$ cat config.mk
export PLATFORM = sky130hd
export DESIGN_NAME = double_ended_queue
export DESIGN_NICKNAME = d
export VERILOG_FILES = /design/src/dq_pkg.sv /design/src/dq_ram.sv /design/src/dq_ctrl.sv /design/src/dq_datapath.sv /design/src/double_ended_queue.sv
export SDC_FILE = /design/constraint.sdc
export NUM_CORES = 1
export LEC_CHECK = 0
export BUFFER_PORTS_ARGS = -buffer_cell sky130_fd_sc_hd__buf_2
export CAP_MARGIN = 20
export CORE_MARGIN = 5
export CORE_UTILIZATION = 64
export CTS_BUF_LIST = sky130_fd_sc_hd__clkbuf_8
export CTS_CLUSTER_DIAMETER = 100
export DETAILED_ROUTE_END_ITERATION = 16
export PLACE_DENSITY_LB_ADDON = 0.15
export SLEW_MARGIN = 0
export SYNTH_ARGS = -nofsm -noshare
export SYNTH_HDL_FRONTEND = slang
export SYNTH_SLANG_ARGS = --single-unit
$ cat constraint.sdc
create_clock -name clk_i -period 6.3 [get_ports clk_i]
set_clock_uncertainty 0.1 [all_clocks]
set_input_delay 0.63 -clock clk_i [delete_from_list [all_inputs] [get_ports clk_i]]
set_output_delay 0.63 -clock clk_i [all_outputs]
set_load 0.005 [all_outputs]
$ cat src/dq_pkg.sv
// Package for the double-ended queue: command codes, payload structs and
// defaults for the top-level parameters. Used by every module of the block but dq_ram.
package dq_pkg;

  localparam int unsigned DqDepth    = 16;
  localparam int unsigned DqWordBits = 32;
  localparam int unsigned CmdW       = 3;
  localparam int unsigned DataW      = 32;
  localparam int unsigned FillW      = 5;

  typedef enum logic [CmdW-1:0] {
    CMD_PUSH_FRONT = 3'd0,
    CMD_PUSH_BACK  = 3'd1,
    CMD_POP_FRONT  = 3'd2,
    CMD_POP_BACK   = 3'd3,
    CMD_REWIND     = 3'd4,
    CMD_READ_NEXT  = 3'd5
  } cmd_e;

  typedef struct packed {
    logic [CmdW-1:0]  cmd;
    logic [DataW-1:0] value;
  } dq_item_t;

  typedef struct packed {
    logic [DataW-1:0] data;
    logic             data_valid;
    logic             is_empty;
    logic [FillW-1:0] fill_count;
    logic             push_refused;
  } dq_result_t;

  typedef struct packed {
    logic load;
    logic exec;
    logic emit;
  } dq_ctrl_t;

endpackage

$ cat src/dq_ram.sv
// Generic single-port RAM with registered read data.
// No dependencies.
module dq_ram #(
  parameter int unsigned Width = 32,
  parameter int unsigned Depth = 16
) (
  input  logic                     clk_i,
  input  logic                     we_i,
  input  logic                     re_i,
  input  logic [$clog2(Depth)-1:0] addr_i,
  input  logic [Width-1:0]         wdata_i,
  output logic [Width-1:0]         rdata_o
);

  logic [Width-1:0] mem [Depth];
  logic [Width-1:0] rdata_q;

  always_ff @(posedge clk_i) begin
    if (we_i) begin
      mem[addr_i] <= wdata_i;
    end
    if (re_i) begin
      rdata_q <= mem[addr_i];
    end
  end

  assign rdata_o = rdata_q;

endmodule

$ cat src/dq_ctrl.sv
// Controller of the double-ended queue: sequences accept, access and result.
// Depends on dq_pkg.
module dq_ctrl
  import dq_pkg::*;
(
  input  logic     clk_i,
  input  logic     rst_ni,
  input  logic     start,
  output logic     busy,
  output dq_ctrl_t ctrl_o
);

  typedef enum logic [1:0] {
    ST_IDLE,
    ST_ACCESS,
    ST_RESULT
  } state_e;

  state_e state_q, state_d;
  logic   busy_q, done_q;

  always_comb begin
    case (state_q)
      ST_IDLE:   state_d = start ? ST_ACCESS : ST_IDLE;
      ST_ACCESS: state_d = ST_RESULT;
      ST_RESULT: state_d = start ? ST_ACCESS : ST_IDLE;
      default:   state_d = ST_IDLE;
    endcase
  end

  always_ff @(posedge clk_i or negedge rst_ni) begin
    if (!rst_ni) begin
      state_q <= ST_IDLE;
      busy_q  <= 1'b0;
      done_q  <= 1'b0;
    end else begin
      state_q <= state_d;
      busy_q  <= (state_d == ST_ACCESS);
      done_q  <= (state_d == ST_RESULT);
    end
  end

  assign busy        = busy_q;
  assign ctrl_o.load = start && !busy_q;
  assign ctrl_o.exec = busy_q;
  assign ctrl_o.emit = done_q;

endmodule

$ cat src/dq_datapath.sv
// Datapath of the double-ended queue: ring pointers, cursor, count and the
// slot RAM. Depends on dq_pkg and dq_ram.
module dq_datapath
  import dq_pkg::*;
#(
  parameter int unsigned Depth    = DqDepth,
  parameter int unsigned WordBits = DqWordBits
) (
  input  logic       clk_i,
  input  logic       rst_ni,
  input  dq_ctrl_t   ctrl_i,
  input  dq_item_t   item_i,
  output dq_result_t result_o
);

  localparam int unsigned IdxW = $clog2(Depth);
  localparam int unsigned CntW = $clog2(Depth + 1);
  localparam logic [IdxW-1:0] LastIdx = IdxW'(Depth - 1);
  localparam logic [CntW-1:0] FullCnt = CntW'(Depth);

  function automatic logic [IdxW-1:0] ring_next(input logic [IdxW-1:0] i);
    return (i == LastIdx) ? '0 : i + 1'b1;
  endfunction

  function automatic logic [IdxW-1:0] ring_prev(input logic [IdxW-1:0] i);
    return (i == '0) ? LastIdx : i - 1'b1;
  endfunction

  logic [CmdW-1:0]     cmd_q;
  logic [WordBits-1:0] value_q;
  logic [IdxW-1:0]     head_q, head_d, tail_q, tail_d, cur_q, cur_d;
  logic [CntW-1:0]     count_q, count_d;
  logic                act_q, act_d;
  logic                valid_q, valid_d, refused_q, refused_d;
  logic                we, re;
  logic [IdxW-1:0]     addr, back;
  logic [WordBits-1:0] rdata;
  logic                full, empty, last;

  assign full  = (count_q == FullCnt);
  assign empty = (count_q == '0);
  assign last  = (count_q == CntW'(1));
  assign back  = ring_prev(tail_q);

  always_comb begin
    head_d    = head_q;
    tail_d    = tail_q;
    cur_d     = cur_q;
    count_d   = count_q;
    act_d     = act_q;
    valid_d   = 1'b0;
    refused_d = 1'b0;
    we        = 1'b0;
    re        = 1'b0;
    addr      = head_q;
    case (cmd_q)
      CMD_PUSH_FRONT: begin
        if (full) begin
          refused_d = 1'b1;
        end else begin
          head_d  = ring_prev(head_q);
          addr    = ring_prev(head_q);
          we      = 1'b1;
          count_d = count_q + 1'b1;
        end
      end
      CMD_PUSH_BACK: begin
        if (full) begin
          refused_d = 1'b1;
        end else begin
          addr    = tail_q;
          tail_d  = ring_next(tail_q);
          we      = 1'b1;
          count_d = count_q + 1'b1;
        end
      end
      CMD_POP_FRONT: begin
        if (!empty) begin
          addr    = head_q;
          re      = 1'b1;
          valid_d = 1'b1;
          if (act_q && cur_q == head_q) begin
            act_d = 1'b0;
          end
          head_d  = ring_next(head_q);
          count_d = count_q - 1'b1;
          if (last) begin
            cur_d = '0;
            act_d = 1'b0;
          end
        end
      end
      CMD_POP_BACK: begin
        if (!empty) begin
          addr    = back;
          re      = 1'b1;
          valid_d = 1'b1;
          if (act_q && cur_q == back) begin
            act_d = 1'b0;
          end
          tail_d  = back;
          count_d = count_q - 1'b1;
          if (last) begin
            cur_d = '0;
            act_d = 1'b0;
          end
        end
      end
      CMD_REWIND: begin
        cur_d = head_q;
        act_d = !empty;
      end
      CMD_READ_NEXT: begin
        if (act_q && !empty) begin
          addr    = cur_q;
          re      = 1'b1;
          valid_d = 1'b1;
          if (cur_q == back) begin
            act_d = 1'b0;
          end else begin
            cur_d = ring_next(cur_q);
          end
        end
      end
      default: begin
      end
    endcase
  end

  always_ff @(posedge clk_i) begin
    if (ctrl_i.load) begin
      cmd_q   <= item_i.cmd;
      value_q <= WordBits'(item_i.value);
    end
  end

  always_ff @(posedge clk_i or negedge rst_ni) begin
    if (!rst_ni) begin
      head_q    <= '0;
      tail_q    <= '0;
      cur_q     <= '0;
      count_q   <= '0;
      act_q     <= 1'b0;
      valid_q   <= 1'b0;
      refused_q <= 1'b0;
    end else if (ctrl_i.exec) begin
      head_q    <= head_d;
      tail_q    <= tail_d;
      cur_q     <= cur_d;
      count_q   <= count_d;
      act_q     <= act_d;
      valid_q   <= valid_d;
      refused_q <= refused_d;
    end
  end

  dq_ram #(
    .Width (WordBits),
    .Depth (Depth)
  ) u_slots (
    .clk_i   (clk_i),
    .we_i    (ctrl_i.exec && we),
    .re_i    (ctrl_i.exec && re),
    .addr_i  (addr),
    .wdata_i (value_q),
    .rdata_o (rdata)
  );

  // The receiver must sample the result fields only while the result strobe is high; the block does not enforce it.
  always_comb begin
    result_o.data         = (ctrl_i.emit && valid_q) ? DataW'(rdata) : '0;
    result_o.data_valid   = ctrl_i.emit && valid_q;
    result_o.is_empty     = empty;
    result_o.fill_count   = FillW'(count_q);
    result_o.push_refused = ctrl_i.emit && refused_q;
  end

endmodule

$ cat src/double_ended_queue.sv
// Double-ended queue of data words on a ring of Depth slots in one RAM.
// done_o is high in the result state, which follows the access state after the start
// transfer; a new command is taken in the idle or the result state, not while busy;
// busy is high only in the access cycle, and the receiver cannot stall.
// Reset (rst_ni, asynchronous, active low) gives an empty queue with no cursor;
// slot contents are left undefined until written.
module double_ended_queue
  import dq_pkg::*;
#(
  parameter int unsigned Depth    = DqDepth,
  parameter int unsigned WordBits = DqWordBits
) (
  input  logic       clk_i,
  input  logic       rst_ni,
  input  logic       start,
  output logic       busy,
  input  dq_item_t   item_i,
  output logic       done_o,
  output dq_result_t result_o
);

  dq_ctrl_t ctrl;

  dq_ctrl u_ctrl (
    .clk_i  (clk_i),
    .rst_ni (rst_ni),
    .start  (start),
    .busy   (busy),
    .ctrl_o (ctrl)
  );

  dq_datapath #(
    .Depth    (Depth),
    .WordBits (WordBits)
  ) u_datapath (
    .clk_i    (clk_i),
    .rst_ni   (rst_ni),
    .ctrl_i   (ctrl),
    .item_i   (item_i),
    .result_o (result_o)
  );

  assign done_o = ctrl.emit;

endmodule
==> flow_summary_export.csv <==
group,metric,value,unit
worst_setup_path,cp_cell_sequence,"inv_1 > ha_1 > or4b_4 > nand2_1 > a21oi_1 > a41oi_2 > a221oi_4 > buf_4 > buf_4 > mux4_1 > a22oi_1 > nand2_1",
floorplan,io_pins,80,
route,wire_per_inst,26.5,um
place,port_buffers,79,
route,avgViaCountPerCell,6.47,
clocking,cts.clk_slew.worst_paths,0.06,ns
global_route,track_usage,0.247,
clocking,h-tree-depth,3,
global_route,use_met2,0.394,
worst_setup_path,reg2reg_slack,1.36,ns
timing,max_freq,203,MHz
floorplan,fp.dieArea,40800,um2
global_route,grt_overflow,0,
worst_setup_path,start_kind,"flop",
yosys,synth_cells,1163,
floorplan,die_x,202,um
yosys,synth_warnings,0,
clocking,cts_max_path_buffers,3,
yosys,yosys.area.top_type,"edfxtp_1",
timing,tightest_slew,1.12,ns
final_layout,finish.utilization,0.718,
global_route,busiest_layer,"met2",
worst_setup_path,crit_end,"u_datapath.u_slots.rdata_o[3]$_DFFE_PP_",
worst_setup_path,end_kind,"flop",
timing,post-route-period-util,0.784,
floorplan,start_util,0.646,
yosys,synth_seq_area_share,0.761,
clocking,cts_tree,"done",
min_path,hp-class,"in2reg",
final_layout,diodes,0,
global_route,grt_use_met1,0.355,
floorplan,die_h,202,um
clocking,cts_made_buffers,93,
final_layout,syn_to_final_growth,11.1,%
floorplan,coreArea,36500,um2
timing,fin_crit,4.94,ns
worst_setup_path,cp.required,6.59,ns
final_layout,drive_above_1_share,0.267,
yosys,synthFlopType,"edfxtp_1",
floorplan,num_rows,70,
worst_setup_path,criticalPathCategory,"reg2reg",
worst_setup_path,path_depth,12,
yosys,async_flop_share,0.0382,
global_route,met3_usage,0.0541,
worst_setup_path,worst_ep_arrival_time,5.23,ns
worst_setup_path,r2r-start,"u_datapath.count_q[0]$_DFFE_PN0P_",
global_route,antenna_found_initial,1,
timing,finalHoldViolCount,0,
power_and_ir_drop,static-leakage-power,8.96,nW
place,dp_cells,1679,
global_route,grt_pass1_vias,12300,
place,dp_hpwl,27.0,mm
yosys,synth_edf_count,579,
yosys,synth_common_cells,"edfxtp_1 (579), mux4_2 (114), a22oi_1 (67)",
yosys,synth.distinct_cells,67,
power_and_ir_drop,ir_worst_vdd,244,uV
clocking,postCtsSetupBuffers,0,
timing,setup_violations,0,
timing,hold_ws,0.0536,ns
final_layout,filler_cell_count,2221,
final_layout,fin_cells,1844,
place,placed_area,24600,um2
route,wirelength,49.0,mm
clocking,root_buffer,"clkbuf_8",
timing,rsz0062_at_grt,"false",
route,drt-pass1-iter-count,5,
yosys,synth_most_common_cell,"edfxtp_1",
worst_setup_path,crit_buf_inv,3,
yosys,synth_top_area_frac,0.737,
run,maxCapViolCount,0,
global_route,grt_start_max_net_pins,94,
timing,slew_violations,0,
yosys,ys_ff_latch,602,
final_layout,design_area,26200,um2
yosys,syn_nets,1210,
route,ant_nets,0,
yosys,syn_area_per_cell,20.3,um2
worst_setup_path,max_stage_delay,0.99,ns
worst_setup_path,crit_start,"u_datapath.count_q[0]$_DFFE_PN0P_",
route,drtIter0Drc,1136,
worst_setup_path,r2r-end,"u_datapath.u_slots.rdata_o[3]$_DFFE_PP_",
route,dr_total_vias,11900,
clocking,numClockSinks,602,
place,place.gp.congestion,0.880,
worst_setup_path,path_delay_family,"compound AO/OA/AOI/OAI gates",
global_route,grt_pass1_wl,75.4,mm
outcome,outcome,"finished clean",
route,drc,0,
yosys,syn-cell-area,23600,um2
timing,slew_headroom,0.252,
worst_setup_path,rr_worst_depth,12,
worst_setup_path,crit_fanout,44,
timing,tns,0,ns
clocking,worstSkewPairLatency,0.66,ns
power_and_ir_drop,p_per_area,374,nW/um2
worst_setup_path,worst_path_max_delay_cell,"a221oi_4",
final_layout,nets,1358,
yosys,synth_area_leaders,"edfxtp_1 (74%), mux4_2 (11%), dfrtp_1 (2.4%), a22oi_1 (2.1%), mux4_1 (1.6%)",
## how the worst min path moves through the flow
| stage | slack, ns | cells past startpoint | start | endpoint |
|---|---|---|---|---|
| floorplan | 0.23 | 0 | rst_ni | u_ctrl.busy$_DFF_PN0_ |
| global placement | 0.37 | 1 | u_datapath.refused_q$_DFFE_PN0P_ | u_datapath.refused_q$_DFFE_PN0P_ |
| detailed placement | 0.39 | 1 | u_datapath.refused_q$_DFFE_PN0P_ | u_datapath.refused_q$_DFFE_PN0P_ |
| CTS | 0.0002 | 1 | item_i[22] | u_datapath.value_q[22]$_DFFE_PP_ |
| global route | 0.009 | 1 | item_i[32] | u_datapath.cmd_q[0]$_DFFE_PP_ |
| finish | 0.05 | 1 | item_i[33] | u_datapath.cmd_q[1]$_DFFE_PP_ |
## layout make-up
type                       count  area [um2]  share of cell area
tap                          468         586              0.0223
sequential                   602       18000               0.685
clock buffer                  96        1320              0.0504
clock inverter                64         272              0.0104
timing repair buffer         116         711              0.0271
inverter                      17        63.8             0.00243
multi-input combinational    481        5310               0.203
## through the flow
stage | setup slack (ns) | total power (W)
floorplan | 1.84 | 0.00656
global placement | 1.46 | 0.00704
detailed placement | 1.41 | 0.00708
CTS | 1.41 | 0.00990
global route | 1.05 | 0.0103
finish | 1.36 | 0.00981
## report_power, final
group	total, W	switching [W]	internal [W]
registers	0.00479	0.000201	0.00459
logic	0.00219	0.00119	0.000997
clock network	0.00282	0.00142	0.00141
total	0.00981	0.00281	0.00700
## per-layer routing
layer	wire length, um	vias up
li1	-	5111
met1	19900	6191
met2	24300	542
met3	3780	83
met4	981	0
met5	0	-
## cell usage in the layout (no fill, tap or decap), types with 5 or more instances in the layout
cell type,synthesis,layout
and3_1,33,33
dlygate4sd3_1,0,5
ha_1,9,9
nand2_1,54,54
clkinv_1,1,16
nor3_1,7,6
mux4_2,114,114
a21oi_1,24,24
dfrtp_1,23,23
xor2_1,11,11
nand2b_1,6,6
a22oi_1,67,67
clkbuf_8,0,96
mux4_1,14,14
xnor2_1,5,5
nor2_1,46,26
nand3_1,8,8
nor2_4,1,21
clkinv_2,0,10
buf_4,2,30
inv_1,14,49
edfxtp_1,579,579
o21ai_0,20,20
buf_2,13,79
## worst register-to-register path, stage by stage, from the launching register on
cell,delay (ns)
dfrtp_1,0.49
inv_1,0.10
ha_1,0.24
or4b_4,0.28
nand2_1,0.11
a21oi_1,0.23
a41oi_2,0.09
a221oi_4,0.99
buf_4,0.68
buf_4,0.62
mux4_1,0.43
a22oi_1,0.25
nand2_1,0.08
## repair_timing
item / in CTS / in global routing
gates resized for setup: 0 / 0
hold buffers: 5 / 0
endpoints found under the hold margin: 27 / 0
## cells by family (layout without fill, tap and decap cells)
kind of cell,after synthesis,after routing,synth area share
AOI/OAI and AO/OA,144,144,0.0434
buffers and inverters,80,293,0.0213
xor gates and xnor gates,16,16,0.00594
adders and majority gates,9,9,0.00477
and+or+nand+nor,182,182,0.0384
muxes,130,130,0.125
DFF,602,602,0.761
## flip-flops by register name (all words and copies together) (netlist names), 3 cells and up
| signal | cells |
|---|---|
| u_datapath.count_q | 5 |
| u_datapath.u_slots.mem | 512 |
| u_datapath.cmd_q | 3 |
| u_datapath.cur_q | 4 |
| u_datapath.tail_q | 4 |
| u_datapath.u_slots.rdata_o | 32 |
| u_datapath.value_q | 32 |
| u_datapath.head_q | 4 |
No activity file was read; power rests on OpenSTA's default activity.
